[config.mk]
export PLATFORM = sky130hd
export DESIGN_NAME = oversampled_ac_rms_regulator_top
export DESIGN_NICKNAME = d
export VERILOG_FILES = /design/src/oarr_pkg.sv /design/src/oversampled_ac_rms_regulator_top.sv /design/src/oarr_iter_unit.sv
export SDC_FILE = /design/constraint.sdc
export NUM_CORES = 2
export LEC_CHECK = 0
export BUFFER_PORTS_ARGS = -buffer_cell sky130_fd_sc_hd__buf_2
export CORE_MARGIN = 2
export CORE_UTILIZATION = 36
export CTS_CLUSTER_DIAMETER = 200
export CTS_CLUSTER_SIZE = 20
export DETAILED_ROUTE_END_ITERATION = 10
export PLACE_DENSITY_LB_ADDON = 0.12
export SYNTH_ARGS = -nofsm -noshare
export SYNTH_HDL_FRONTEND = slang
export SYNTH_SLANG_ARGS = --single-unit
[constraint.sdc]
create_clock -name clk_i -period 21.6 [get_ports clk_i]
set_input_delay 3.24 -clock clk_i [delete_from_list [all_inputs] [get_ports clk_i]]
set_output_delay 3.24 -clock clk_i [all_outputs]
set_load 0.1 [all_outputs]
[src/oarr_pkg.sv]
// shared constants, types and codes of the rms regulator
package oarr_pkg;

  // fixed block parameters
  localparam int OVERSAMPLE = 7;
  localparam int WINDOW     = 369;
  localparam int ADC_BITS   = 12;

  // field widths
  localparam int SAMPLE_W    = 12;
  localparam int TDATA_IN_W  = 16;
  localparam int OFFSET_W    = 16;
  localparam int VPC_W       = 18;
  localparam int GAIN_W      = 17;
  localparam int COFF_W      = 16;
  localparam int VOLT_W      = 10;
  localparam int DB_W        = 8;
  localparam int ERR_W       = 11;
  localparam int CORR_W      = 2;
  localparam int TDATA_OUT_W = 24;
  localparam int CFG_W       = 18;
  localparam int CFG_IDX_W   = 3;

  // datapath widths
  localparam int GS_W    = $clog2(OVERSAMPLE * ((1 << SAMPLE_W) - 1) + 1);
  localparam int GC_W    = $clog2(OVERSAMPLE + 1);
  localparam int WC_W    = $clog2(WINDOW + 1);
  localparam int SQ_W    = 48;
  localparam int D_W     = OFFSET_W + 1;
  localparam int MAG_W   = OFFSET_W;
  localparam int PROD_W  = 2 * MAG_W;
  localparam int MEAN_W  = PROD_W;
  localparam int R_W     = MEAN_W / 2;
  localparam int VSHIFT  = 20;
  localparam int VINT_W  = R_W + VPC_W - VSHIFT;
  localparam int T_W     = VINT_W + GAIN_W + 2;
  localparam int V_W     = T_W - 1 - 16;
  localparam int ERRX_W  = ERR_W + 1;
  localparam int UW      = R_W + 4;
  localparam int STEP_W  = $clog2(SQ_W + 1);

  // group average as a multiply by the rounded-up reciprocal of OVERSAMPLE,
  // exact for every group sum
  localparam int AVG_SHIFT   = 18;
  localparam int AVG_RECIP_W = 16;
  localparam logic [AVG_RECIP_W-1:0] AVG_RECIP =
    AVG_RECIP_W'(((64'd1 << AVG_SHIFT) + 64'(OVERSAMPLE) - 64'd1) / 64'(OVERSAMPLE));

  // window mean the same way, in four partial products of PART_W by PART_W bits;
  // the shift keeps the rounding error below one for every reachable square sum
  localparam int MSUM_W    = $clog2(64'(WINDOW) * 64'((1 << MAG_W) - 1) *
                                    64'((1 << MAG_W) - 1) + 64'd1);
  localparam int WIN_SHIFT = 50;
  localparam int PART_W    = 21;
  localparam int MPAIR_W   = 2 * PART_W;
  localparam int ACC_W     = 2 * MPAIR_W;
  localparam logic [63:0] WIN_RECIP_FULL =
    ((64'd1 << WIN_SHIFT) + 64'(WINDOW) - 64'd1) / 64'(WINDOW);
  localparam logic [MPAIR_W-1:0] WIN_RECIP = MPAIR_W'(WIN_RECIP_FULL);

  localparam logic [SAMPLE_W-1:0] ADC_MASK = SAMPLE_W'((64'd1 << ADC_BITS) - 64'd1);

  // configuration register indexes
  localparam logic [CFG_IDX_W-1:0] REG_OFFSET_CODE = 3'd0;
  localparam logic [CFG_IDX_W-1:0] REG_VOLTS_CODE  = 3'd1;
  localparam logic [CFG_IDX_W-1:0] REG_CORR_GAIN   = 3'd2;
  localparam logic [CFG_IDX_W-1:0] REG_CORR_OFFSET = 3'd3;
  localparam logic [CFG_IDX_W-1:0] REG_TARGET      = 3'd4;
  localparam logic [CFG_IDX_W-1:0] REG_DEADBAND    = 3'd5;
  localparam logic [CFG_IDX_W-1:0] REG_LOW_LIMIT   = 3'd6;
  localparam logic [CFG_IDX_W-1:0] REG_HIGH_LIMIT  = 3'd7;

  // regulation decision codes
  localparam logic [CORR_W-1:0] CORR_HOLD  = 2'd0;
  localparam logic [CORR_W-1:0] CORR_LOWER = 2'd1;
  localparam logic [CORR_W-1:0] CORR_RAISE = 2'd2;

  typedef struct packed {
    logic              start;
    logic [STEP_W-1:0] steps;
  } oarr_cmd_t;

  typedef struct packed {
    logic busy;
    logic done;
  } oarr_stat_t;

endpackage

[src/oversampled_ac_rms_regulator_top.sv]
// true-rms mains voltmeter with deadband raise/lower/hold decision
//
// Raw ADC samples come in one per transfer on the slave stream. Every seven
// samples are averaged (truncating), the Q4 zero-volt offset is removed, the
// difference is squared and summed over a window of 369 averages. At window
// end the block divides the sum by the window length, takes the floor square
// root, scales it to integer volts, applies gain and offset calibration,
// zeroes readings outside [low_limit, high_limit] and sends one result:
// volts, volts minus target and a lower/raise/hold code. tuser high on an
// input restarts both the group and the window with that sample. A sample
// that does not close a group is taken and the block stays ready for the
// next sample. A sample that closes a group keeps the block busy after its
// transfer for a reciprocal multiply for the division by seven, offset
// removal, square and accumulate. A sample that also closes the window
// then adds four partial-product multiply-accumulates for the division by
// the window length, the 16-step square root on the shared compare-subtract
// unit, and scale, calibrate and decide steps. A result waits in an output
// register; only a further result stalls behind it.
// Configuration writes take effect at once and must only happen while idle.
module oversampled_ac_rms_regulator_top import oarr_pkg::*; (
  input  logic                   clk_i,
  input  logic                   rst_ni,
  // input samples
  input  logic                   s_axis_tvalid,
  output logic                   s_axis_tready,
  input  logic [TDATA_IN_W-1:0]  s_axis_tdata,   // [11:0] sample
  input  logic                   s_axis_tuser,   // [0] sync
  // readings
  output logic                   m_axis_tvalid,
  input  logic                   m_axis_tready,
  output logic [TDATA_OUT_W-1:0] m_axis_tdata,   // [9:0] volts, [20:10] volt_error,
                                                 // [22:21] correction
  output logic                   m_axis_tuser,   // [0] out_of_range
  // configuration writes
  input  logic                   cfg_we_i,
  input  logic [CFG_IDX_W-1:0]   cfg_index_i,
  input  logic [CFG_W-1:0]       cfg_data_i
);

  typedef enum logic [3:0] {
    ST_IDLE,
    ST_AVG,
    ST_SQUARE,
    ST_SQ_MUL,
    ST_ACCUM,
    ST_MEAN_MUL,
    ST_ROOT_GO,
    ST_ROOT_WAIT,
    ST_SCALE,
    ST_CAL,
    ST_DECIDE
  } state_e;

  state_e state_q, state_d;

  // configuration registers
  logic [OFFSET_W-1:0]      offset_q;
  logic [VPC_W-1:0]         vpc_q;
  logic [GAIN_W-1:0]        gain_q;
  logic signed [COFF_W-1:0] coff_q;
  logic [VOLT_W-1:0]        target_q;
  logic [DB_W-1:0]          deadband_q;
  logic [VOLT_W-1:0]        low_q;
  logic [VOLT_W-1:0]        high_q;

  // accumulation state
  logic [GS_W-1:0] group_sum_q, group_sum_d;
  logic [GC_W-1:0] group_count_q, group_count_d;
  logic [WC_W-1:0] window_count_q, window_count_d;
  logic [SQ_W-1:0] square_sum_q, square_sum_d;

  // datapath registers
  logic [SAMPLE_W-1:0] avg_q, avg_d;
  logic [MAG_W-1:0]    dmag_q, dmag_d;
  logic [PROD_W-1:0]   prod_q, prod_d;
  logic [1:0]          mstep_q, mstep_d;
  logic [ACC_W-1:0]    macc_q, macc_d;
  logic [MEAN_W-1:0]   mean_q, mean_d;
  logic [R_W-1:0]      root_q, root_d;
  logic [VINT_W-1:0]   vint_q, vint_d;
  logic signed [T_W-1:0] t_q, t_d;

  // output register
  logic                     m_valid_q, m_valid_d;
  logic [VOLT_W-1:0]        volts_q, volts_d;
  logic                     oor_q, oor_d;
  logic [ERR_W-1:0]         err_q, err_d;
  logic [CORR_W-1:0]        corr_q, corr_d;

  // shared unit
  oarr_cmd_t        cmd;
  oarr_stat_t       stat;
  logic [SQ_W-1:0]  unit_operand, unit_result;

  // combinational datapath pieces
  logic                        in_xfer;
  logic [SAMPLE_W-1:0]         sample_m;
  logic [GS_W+AVG_RECIP_W-1:0] avg_prod;
  logic [MPAIR_W-1:0]          msum_ext;
  logic [PART_W-1:0]           mul_a, mul_b;
  logic [MPAIR_W-1:0]          mul_p;
  logic [ACC_W-1:0]            mul_term;
  logic signed [D_W-1:0]       d_val, d_neg;
  logic [R_W+VPC_W-1:0]        scale_prod;
  logic [VINT_W+GAIN_W-1:0]    cal_prod;
  logic signed [T_W-1:0]       coff_ext;
  logic [V_W-1:0]              v_val;
  logic                        out_rng;
  logic [VOLT_W-1:0]           volts_val;
  logic signed [ERRX_W-1:0]    err_val, db_pos, db_neg;
  logic                        slot_free;

  assign s_axis_tready = (state_q == ST_IDLE);
  assign in_xfer       = s_axis_tvalid && s_axis_tready;
  assign sample_m      = s_axis_tdata[SAMPLE_W-1:0] & ADC_MASK;
  assign slot_free     = !m_valid_q || m_axis_tready;

  // group average: multiply by the reciprocal of the group length
  assign avg_prod = group_sum_q * AVG_RECIP;

  // window mean: one partial product of square sum and reciprocal per step,
  // low halves first
  assign msum_ext = MPAIR_W'(square_sum_q[MSUM_W-1:0]);
  assign mul_a    = mstep_q[1] ? msum_ext[MPAIR_W-1:PART_W] : msum_ext[PART_W-1:0];
  assign mul_b    = mstep_q[0] ? WIN_RECIP[MPAIR_W-1:PART_W] : WIN_RECIP[PART_W-1:0];
  assign mul_p    = mul_a * mul_b;

  always_comb begin
    case (mstep_q)
      2'd0:    mul_term = ACC_W'(mul_p);
      2'd3:    mul_term = ACC_W'(mul_p) << MPAIR_W;
      default: mul_term = ACC_W'(mul_p) << PART_W;
    endcase
  end

  // offset removal and magnitude of the Q4 difference
  assign d_val = $signed({1'b0, avg_q, 4'b0000}) - $signed({1'b0, offset_q});
  assign d_neg = -d_val;

  // scaling to volts and calibration
  assign scale_prod = root_q * vpc_q;
  assign cal_prod   = vint_q * gain_q;
  assign coff_ext   = {{(T_W-COFF_W-8){coff_q[COFF_W-1]}}, coff_q, 8'b0};

  // range check and deadband decision
  assign v_val     = t_q[T_W-2:16];
  assign out_rng   = t_q[T_W-1] || (v_val < V_W'(low_q)) || (v_val > V_W'(high_q));
  assign volts_val = out_rng ? '0 : v_val[VOLT_W-1:0];
  assign err_val   = $signed({2'b00, volts_val}) - $signed({2'b00, target_q});
  assign db_pos    = $signed({{(ERRX_W-DB_W){1'b0}}, deadband_q});
  assign db_neg    = -db_pos;

  always_comb begin
    state_d        = state_q;
    group_sum_d    = group_sum_q;
    group_count_d  = group_count_q;
    window_count_d = window_count_q;
    square_sum_d   = square_sum_q;
    avg_d          = avg_q;
    dmag_d         = dmag_q;
    prod_d         = prod_q;
    mstep_d        = mstep_q;
    macc_d         = macc_q;
    mean_d         = mean_q;
    root_d         = root_q;
    vint_d         = vint_q;
    t_d            = t_q;
    m_valid_d      = m_valid_q && !m_axis_tready;
    volts_d        = volts_q;
    oor_d          = oor_q;
    err_d          = err_q;
    corr_d         = corr_q;
    cmd.start      = 1'b0;
    cmd.steps      = STEP_W'(R_W);
    unit_operand   = SQ_W'(mean_q) << (SQ_W - MEAN_W);

    case (state_q)
      ST_IDLE: begin
        if (in_xfer) begin
          // sync restarts group and window with this sample
          if (s_axis_tuser) begin
            group_sum_d    = GS_W'(sample_m);
            group_count_d  = GC_W'(1);
            window_count_d = '0;
            square_sum_d   = '0;
          end else begin
            group_sum_d   = group_sum_q + GS_W'(sample_m);
            group_count_d = group_count_q + 1'b1;
          end
          if (group_count_d == GC_W'(OVERSAMPLE)) begin
            state_d = ST_AVG;
          end
        end
      end
      ST_AVG: begin
        avg_d         = avg_prod[AVG_SHIFT +: SAMPLE_W];
        group_sum_d   = '0;
        group_count_d = '0;
        state_d       = ST_SQUARE;
      end
      ST_SQUARE: begin
        dmag_d  = d_val[D_W-1] ? d_neg[MAG_W-1:0] : d_val[MAG_W-1:0];
        state_d = ST_SQ_MUL;
      end
      ST_SQ_MUL: begin
        prod_d  = dmag_q * dmag_q;
        state_d = ST_ACCUM;
      end
      ST_ACCUM: begin
        square_sum_d   = square_sum_q + SQ_W'(prod_q);
        window_count_d = window_count_q + 1'b1;
        mstep_d        = '0;
        macc_d         = '0;
        state_d        = (window_count_d == WC_W'(WINDOW)) ? ST_MEAN_MUL : ST_IDLE;
      end
      ST_MEAN_MUL: begin
        macc_d  = macc_q + mul_term;
        mstep_d = mstep_q + 2'd1;
        if (mstep_q == 2'd3) begin
          mean_d         = macc_d[WIN_SHIFT +: MEAN_W];
          square_sum_d   = '0;
          window_count_d = '0;
          state_d        = ST_ROOT_GO;
        end
      end
      ST_ROOT_GO: begin
        cmd.start = 1'b1;
        state_d   = ST_ROOT_WAIT;
      end
      ST_ROOT_WAIT: begin
        if (stat.done) begin
          root_d  = unit_result[R_W-1:0];
          state_d = ST_SCALE;
        end
      end
      ST_SCALE: begin
        vint_d  = scale_prod[R_W+VPC_W-1:VSHIFT];
        state_d = ST_CAL;
      end
      ST_CAL: begin
        t_d     = $signed(T_W'(cal_prod)) - coff_ext;
        state_d = ST_DECIDE;
      end
      ST_DECIDE: begin
        // wait for the output register to be free
        if (slot_free) begin
          m_valid_d = 1'b1;
          volts_d   = volts_val;
          oor_d     = out_rng;
          err_d     = err_val[ERR_W-1:0];
          if (err_val >= db_pos) begin
            corr_d = CORR_LOWER;
          end else if (err_val <= db_neg) begin
            corr_d = CORR_RAISE;
          end else begin
            corr_d = CORR_HOLD;
          end
          state_d = ST_IDLE;
        end
      end
      default: begin
        state_d = ST_IDLE;
      end
    endcase
  end

  always_ff @(posedge clk_i or negedge rst_ni) begin
    if (!rst_ni) begin
      state_q        <= ST_IDLE;
      offset_q       <= OFFSET_W'(41298);
      vpc_q          <= VPC_W'(23768);
      gain_q         <= GAIN_W'(64599);
      coff_q         <= COFF_W'(4780);
      target_q       <= VOLT_W'(230);
      deadband_q     <= DB_W'(4);
      low_q          <= VOLT_W'(100);
      high_q         <= VOLT_W'(1000);
      group_sum_q    <= '0;
      group_count_q  <= '0;
      window_count_q <= '0;
      square_sum_q   <= '0;
      avg_q          <= '0;
      dmag_q         <= '0;
      prod_q         <= '0;
      mstep_q        <= '0;
      macc_q         <= '0;
      mean_q         <= '0;
      root_q         <= '0;
      vint_q         <= '0;
      t_q            <= '0;
      m_valid_q      <= 1'b0;
      volts_q        <= '0;
      oor_q          <= 1'b0;
      err_q          <= '0;
      corr_q         <= CORR_HOLD;
    end else begin
      state_q        <= state_d;
      group_sum_q    <= group_sum_d;
      group_count_q  <= group_count_d;
      window_count_q <= window_count_d;
      square_sum_q   <= square_sum_d;
      avg_q          <= avg_d;
      dmag_q         <= dmag_d;
      prod_q         <= prod_d;
      mstep_q        <= mstep_d;
      macc_q         <= macc_d;
      mean_q         <= mean_d;
      root_q         <= root_d;
      vint_q         <= vint_d;
      t_q            <= t_d;
      m_valid_q      <= m_valid_d;
      volts_q        <= volts_d;
      oor_q          <= oor_d;
      err_q          <= err_d;
      corr_q         <= corr_d;
      if (cfg_we_i) begin
        case (cfg_index_i)
          REG_OFFSET_CODE: offset_q   <= cfg_data_i[OFFSET_W-1:0];
          REG_VOLTS_CODE:  vpc_q      <= cfg_data_i[VPC_W-1:0];
          REG_CORR_GAIN:   gain_q     <= cfg_data_i[GAIN_W-1:0];
          REG_CORR_OFFSET: coff_q     <= cfg_data_i[COFF_W-1:0];
          REG_TARGET:      target_q   <= cfg_data_i[VOLT_W-1:0];
          REG_DEADBAND:    deadband_q <= cfg_data_i[DB_W-1:0];
          REG_LOW_LIMIT:   low_q      <= cfg_data_i[VOLT_W-1:0];
          REG_HIGH_LIMIT:  high_q     <= cfg_data_i[VOLT_W-1:0];
          default: ;
        endcase
      end
    end
  end

  oarr_iter_unit u_iter (
    .clk_i     (clk_i),
    .rst_ni    (rst_ni),
    .cmd_i     (cmd),
    .operand_i (unit_operand),
    .stat_o    (stat),
    .result_o  (unit_result)
  );

  assign m_axis_tvalid = m_valid_q;
  assign m_axis_tdata  = {{(TDATA_OUT_W-VOLT_W-ERR_W-CORR_W){1'b0}}, corr_q, err_q, volts_q};
  assign m_axis_tuser  = oor_q;

  // the shared unit is never restarted while it still iterates
  a_unit_start_idle: assert property (@(posedge clk_i) disable iff (!rst_ni)
    cmd.start |-> !stat.busy)
    else $error("shared unit started while busy");

  // counters wrap before the block is ready for the next sample
  a_counts_bounded: assert property (@(posedge clk_i) disable iff (!rst_ni)
    (state_q == ST_IDLE) |-> (group_count_q < GC_W'(OVERSAMPLE)) &&
                             (window_count_q < WC_W'(WINDOW)))
    else $error("group or window count out of range while idle");

  // a zeroed reading carries zero volts
  a_oor_zero: assert property (@(posedge clk_i) disable iff (!rst_ni)
    (m_valid_q && oor_q) |-> (volts_q == '0))
    else $error("out of range reading with nonzero volts");

endmodule

[src/oarr_iter_unit.sv]
// shared compare-subtract unit: integer square root, one result bit a cycle
module oarr_iter_unit import oarr_pkg::*; (
  input  logic             clk_i,
  input  logic             rst_ni,
  input  oarr_cmd_t        cmd_i,
  input  logic [SQ_W-1:0]  operand_i,   // left aligned
  output oarr_stat_t       stat_o,
  output logic [SQ_W-1:0]  result_o
);

  logic [SQ_W-1:0]   opnd_q, opnd_d;
  logic [UW-1:0]     rem_q, rem_d;
  logic [SQ_W-1:0]   quo_q, quo_d;
  logic [STEP_W-1:0] cnt_q;
  logic              busy_q, done_q;

  logic [UW-1:0]     shifted, trial;
  logic [UW:0]       diff;
  logic              ge;

  always_comb begin
    shifted = {rem_q[UW-3:0], opnd_q[SQ_W-1 -: 2]};
    trial   = {quo_q[UW-3:0], 2'b01};
    opnd_d  = opnd_q << 2;
    diff    = {1'b0, shifted} - {1'b0, trial};
    ge      = ~diff[UW];
    rem_d   = ge ? diff[UW-1:0] : shifted;
    quo_d   = {quo_q[SQ_W-2:0], ge};
  end

  always_ff @(posedge clk_i or negedge rst_ni) begin
    if (!rst_ni) begin
      busy_q <= 1'b0;
      done_q <= 1'b0;
      cnt_q  <= '0;
      opnd_q <= '0;
      rem_q  <= '0;
      quo_q  <= '0;
    end else begin
      done_q <= 1'b0;
      if (cmd_i.start) begin
        busy_q <= 1'b1;
        cnt_q  <= cmd_i.steps;
        opnd_q <= operand_i;
        rem_q  <= '0;
        quo_q  <= '0;
      end else if (busy_q) begin
        opnd_q <= opnd_d;
        rem_q  <= rem_d;
        quo_q  <= quo_d;
        cnt_q  <= cnt_q - 1'b1;
        if (cnt_q == STEP_W'(1)) begin
          busy_q <= 1'b0;
          done_q <= 1'b1;
        end
      end
    end
  end

  assign stat_o.busy = busy_q;
  assign stat_o.done = done_q;
  assign result_o    = quo_q;

endmodule
**Yosys cells after proc, flatten, opt, wreduce, memory -nomap -nowiden**

Index checks and enable logic that the tools add are counted.

- Input port bits: 43
- Word-level logic and storage cells: 161
- Output and inout port bits: 27
- Bits in registers: 542

- Magnitude comparators: 4
- Muxes and demuxes: 50
- Multipliers: 5
- Equal/unequal tests: 27
- Bitwise logic cells: 1
- Add/subtract/negate cells: 13
- Reduce and logical (&&, ||, !) cells: 28

Operators with widths:

| kind | count |
|---|---|
| 84-bit one-hot mux with 2 select lines | 2 |
| 48-bit 2-to-1 mux | 5 |
| 48-bit one-hot mux with 3 select lines | 1 |
| 18-bit 2-to-1 mux | 5 |
| 84-bit adder | 1 |
| 48-bit by 32-bit adder with 48-bit output | 1 |
| 4-bit one-hot mux with 11 select lines | 1 |
| 21-bit by 21-bit multiplier with 42-bit output | 1 |
| 16-bit by 18-bit multiplier with 34-bit output | 1 |
| 32-bit by 24-bit subtractor with 33-bit output | 1 |
| 16-bit by 16-bit multiplier with 32-bit output | 1 |
| 14-bit by 17-bit multiplier with 31-bit output | 1 |
| 15-bit 2-to-1 mux | 2 |
| 15-bit one-hot mux with 2 select lines | 1 |
| 15-bit by 15-bit multiplier with 29-bit output, second input constant | 1 |
| 9-bit 2-to-1 mux | 3 |
| 9-bit one-hot mux with 3 select lines | 1 |
| 2-bit AND reduction | 12 |
| 21-bit 2-to-1 mux | 1 |
| 20-bit by 20-bit subtractor with 21-bit output | 1 |
| 4-bit 2-to-1 mux | 5 |
| 17-bit 2-to-1 mux | 1 |
| 16-bit by 16-bit subtractor with 17-bit output | 1 |
| 4-bit by 3-bit == test with 1-bit output, second input constant | 4 |
| 42 further kinds | 74 |

**Logic depth before layout (Yosys ltp)**

- Depth in word-level cells: 8
- Gate-level depth with buffers: 44
- Depth with buffers taken out: 41

**Hierarchy**

Synthesis repeated with hierarchy kept, for this count alone.

- Cells, all modules: 7513
- Area total of the unflattened synthesis: 69115.0 um^2

Modules (own cells, without submodules):

| module | area an instance (um^2) | instances | cells an instance | sequential area each (um^2) |
|---|---|---|---|---|
| oversampled_ac_rms_regulator_top | 62550.0 | 1 | 6849 | 10667.7 |
| oarr_iter_unit | 6565.0 | 1 | 664 | 3052.9 |

**Worst setup path before layout**

OpenSTA, ideal clock, no wires.

- Path kind: register to register
- Start point: register mstep_q[1]
- End point: register macc_q[78]
- Data arrival time: 10723 ps
- Clock period less this slack: 10856 ps
- Path slack: 10744 ps
- Data required time: 21467 ps
- Setup time: 133 ps
- Buffers on the path: 4
- Stages on the path, launching flop included: 40
- Cells stage by stage: dfrtp_1 clkbuf_1 buf_1 buf_1 mux2i_1 inv_1 ha_1 fa_1 inv_1 fa_1 inv_1 fa_1 fa_1 fa_1 inv_1 fa_1 inv_1 ha_1 [4 not listed] o21ai_0 a211oi_1 o41ai_1 o21ai_0 a211o_1 a22o_1 ha_1 clkbuf_1 nand2_1 nor2_1 nand4_1 nor4b_1 a211oi_2 o41a_2 o41ai_4 mux2_2 a211oi_1 o21ai_0

- Longest elaborated chain between the ends: 5
- Elaborated cells between the ends (all ways): 7
- Those cells by class: 1 x add/sub; 1 x mul; 1 x eq/ne; 3 x mux; 1 x reduce/logical

Ends and longest elaborated chain:

| what | RTL line | RTL |
|---|---|---|
| from (decl) | oversampled_ac_rms_regulator_top.sv:76 | `logic [1:0] mstep_q, mstep_d;` |
| from (signal assigned) | oversampled_ac_rms_regulator_top.sv:305 | `mstep_q <= mstep_d;` |
| 21-bit 2-to-1 mux | oversampled_ac_rms_regulator_top.sv:124 | `assign mul_a = mstep_q[1] ? msum_ext[MPAIR_W-1:PART_W] : msum_ext[PART_W-1:0];` |
| 21-bit by 21-bit multiplier with 42-bit output | oversampled_ac_rms_regulator_top.sv:126 | `assign mul_p = mul_a * mul_b;` |
| 84-bit one-hot mux with 2 select lines * | oversampled_ac_rms_regulator_top.sv:129 | `case (mstep_q)` |
| 84-bit adder * | oversampled_ac_rms_regulator_top.sv:217 | `macc_d = macc_q + mul_term;` |
| 84-bit one-hot mux with 2 select lines * | oversampled_ac_rms_regulator_top.sv:177 | `case (state_q)` |
| to (signal assigned) | oversampled_ac_rms_regulator_top.sv:306 | `macc_q <= macc_d;` |
| to (decl) | oversampled_ac_rms_regulator_top.sv:77 | `logic [ACC_W-1:0] macc_q, macc_d;` |

Every way passes the cells marked *; elsewhere a longest branch is shown, timed or not.
A chain may end at the register's enable or synchronous reset.

**Final worst setup path**

Ends and elaborated chain as after synthesis.

==> run metrics <==
placed inst area=0.0696 sq mm; vias=48900; die area=0.189 sq mm; vias in the first global route=50900; CTS Sinks=500; Register Area=0.0126 sq mm; CP max stage cell=xnor2_1; Worst Clk Skew=0.0533 ns; max frequency=0.0794 GHz; clock latency on the worst-skew pair=0.67 ns; FILL cells=18700; synthesized area per cell=9.11 sq um; Worst Setup EP=macc_q[78]; placed cells=9632; global route total overflow=0; Final min period=12.60 ns; R2R Setup Slk=9.00 ns; Post-CTS Resized=0; GRT Overall Usage=19.6%; TritonCTS Buffers=29; # IOs=70; CP max stage delay=0.83 ns; nets@finish=8906; pin count of the biggest net entering global routing=87; Finished Layout Cells=9675; CP arrival=13.11 ns; Max Transition Viols Final=0; Worst setup SP type=flop; Area Overhead vs Synth=5.63%; row count=157; CTS tree=done; Least-Margin Pin Slew=1.13 ns; Final Cycle Share=58.3%; Clk pin slew, worst setup/hold paths=0.10 ns; post-CTS setup buffers=0; synthesized area=0.0667 sq mm; Yosys top cell area share=24.3%; Starting DRT DRC Count=2664; IO Port Bufs=64; r2r worst-path depth=38; DP HPWL=145000 um; Setup TNS Final=0 ns; Synth cell types=82; Post-synth EDFFs=0; vias per cell=5.06; Initial Util=36.3%; initial antenna violation count=18; total core area=0.184 sq mm; DR WL/cell=18.7 um; Setup CP Type=flop to flop; sequential-to-total area share from yosys stat=18.8%; layout cells sized above 1=5.31%; Setup crit end kind=flop; htree depth=1; Multi-input gate area=0.0487 sq mm; # setup viols final=0; crit-path most repeated cell=inv_1; Synth Flop Type=dfrtp_1; Async SR Flop Fraction=100%; Syn Inst Count=7319; Crit. Startpoint=mstep_q[1]; drt drc=0; area leader, netlist=fa_1; Crit Path Max Fanout=24; register bit total from synthesis=500; synth top area cells=fa_1 (24%), dfrtp_1 (17%), ha_1 (16%), inv_1 (6.7%), nand2_1 (5.0%); critical path required time=22.11 ns; final instance area=0.0705 sq mm; Synthesis Warnings=0; CTS Root Buffer Type=clkbuf_16; clock tree buffer depth=3; unrepaired setup endpoints after global routing=false; capturing point of the worst reg2reg path=macc_q[78]; final WL=181000 um; Critical R2R Launch=mstep_q[1]; max-cap violations=0; first-pass GRT wire length=292000 um; RD Place Congestion=0.901; DIE HEIGHT=434 um; ANT nets after route=0; worst hold path type=flop to flop; status=finished, final reports clean; width of the die=434 um; Max-slew headroom=24.6%; Fin. Hold Viols=0; 1st-pass router iterations=6; post-cts hold buffer count=0
[placed cells by master, fill, tap and decap left out, types with 23 or more instances in the layout]
cell type	n
buf_4	66
a22o_1	68
a31oi_1	28
xnor2_1	183
clkbuf_16	29
ha_1	855
nor3_1	68
inv_1	1182
and3_1	37
o21a_1	54
mux2_2	107
a211oi_1	23
nand2b_1	34
nand2_1	894
and2_1	292
nand4_1	42
dfrtp_1	453
a21oi_1	322
o21ai_0	403
buf_2	63
fa_1	809
xor2_1	118
mux2i_1	82
nor2_1	297
nand3_1	76
o21bai_1	55
a21o_1	159
dfstp_2	46
nor2b_1	35
[state kept, by name, indices dropped and copies added, names as in the netlist, 18 cells and up]
register and count:
u_iter.rem_q 18, square_sum_q 41, vpc_q 18, u_iter.opnd_q 32, prod_q 31, u_iter.result_o 18
mean_q 32, macc_q 82
[logic make-up after synthesis]
| family | count (synthesis) | share of synthesized area [%] |
|---|---|---|
| and+or+nand+nor | 1882 | 13.1 |
| adders and majority gates | 1664 | 40.3 |
| buffers and inverters | 1464 | 8.24 |
| AOI/OAI and AO/OA | 1318 | 12.5 |
| DFF | 500 | 18.8 |
| xor gates and xnor gates | 301 | 3.95 |
| muxes | 189 | 3.04 |
| other | 1 | 0.00562 |
[worst max-delay path: cells and delay by family (launching register included)]
kind	cells	cell delay (ns)
AOI/OAI and AO/OA	12	3.48
xor gates and xnor gates	1	0.83
adders and majority gates	9	4.00
buffers and inverters	8	0.96
DFF	1	0.33
muxes	2	1.13
and+or+nand+nor	6	1.69
[final cells by class]
cell class,instances,share of cell area (%)
Tap cell,2464,4.37
Clock buffer,39,1.10
Antenna cell,2,0.00710
Sequential cell,500,17.8
Multi-Input combinational cell,5356,69.1
Clock inverter,2,0.0657
Timing Repair Buffer,130,1.17
Inverter,1182,6.30
[per-stage QoR]
step	hold slack [ns]	worst slack (ns)	utilization, %
floorplan	0.439	10.74	-
global placement	0.452	8.92	37.9
detailed placement	0.454	8.93	37.9
finish	0.480	9.00	38.4
CTS	0.480	8.90	38.4
global route	0.510	8.25	38.4
[Yosys cell counts, types with 8 or more instances]
master and n:
xnor2_1 183, and2_1 292, mux2i_1 82, a2111oi_0 11, nor3b_1 10, fa_1 809, a21oi_1 322, a31o_2 21
nor4_1 11, o31ai_1 22, xor2_1 118, nand3_1 77, a21o_1 159, nand4_1 42, nand2b_1 35, or4_1 9
mux2_2 107, and4_1 14, o21a_1 54, o41ai_1 10, or2_2 13, a211oi_1 24, dfstp_2 46, a211o_1 12
nand2_1 896, inv_1 1182, dfrtp_1 454, nor2_1 299, a221o_1 10, o22ai_1 12, nor2b_1 35, o211ai_1 15
o21ai_0 403, o2111ai_1 8, or3_1 15, clkbuf_1 266, ha_1 855, nor3_1 71, a31oi_1 28, a22o_1 69
buf_1 14, a21boi_0 16, and3_1 37, o21bai_1 55
[layer usage]
| metal | vias to the layer above | wire length [um] | part of all wire [%] | track usage (%) |
|---|---|---|---|---|
| met3 | 163 | 5420 | 3.0 | 1.25 |
| met5 | - | 0 | 0 | 0 |
| met1 | 24400 | 86700 | 48 | 27.6 |
| met4 | 0 | 3540 | 1.9 | 3.47 |
| met2 | 714 | 85700 | 47 | 33.3 |
| li1 | 23600 | - | - | - |
[worst min-delay path by stage]
stage / startpoint / to / cells after the start
6_report: mean_q[0] / u_iter.opnd_q[16] / 2
5_1_grt: err_q[7] / err_q[7] / 2
3_5_place_dp: mean_q[0] / u_iter.opnd_q[16] / 2
4_1_cts: mean_q[0] / u_iter.opnd_q[16] / 2
3_3_place_gp: mean_q[0] / u_iter.opnd_q[16] / 2
2_1_floorplan: mean_q[0] / u_iter.opnd_q[16] / 2
Power is left out: the tool's default activity adds up to more than one toggle a clock period on the data nets, which glitch-free logic cannot reach.
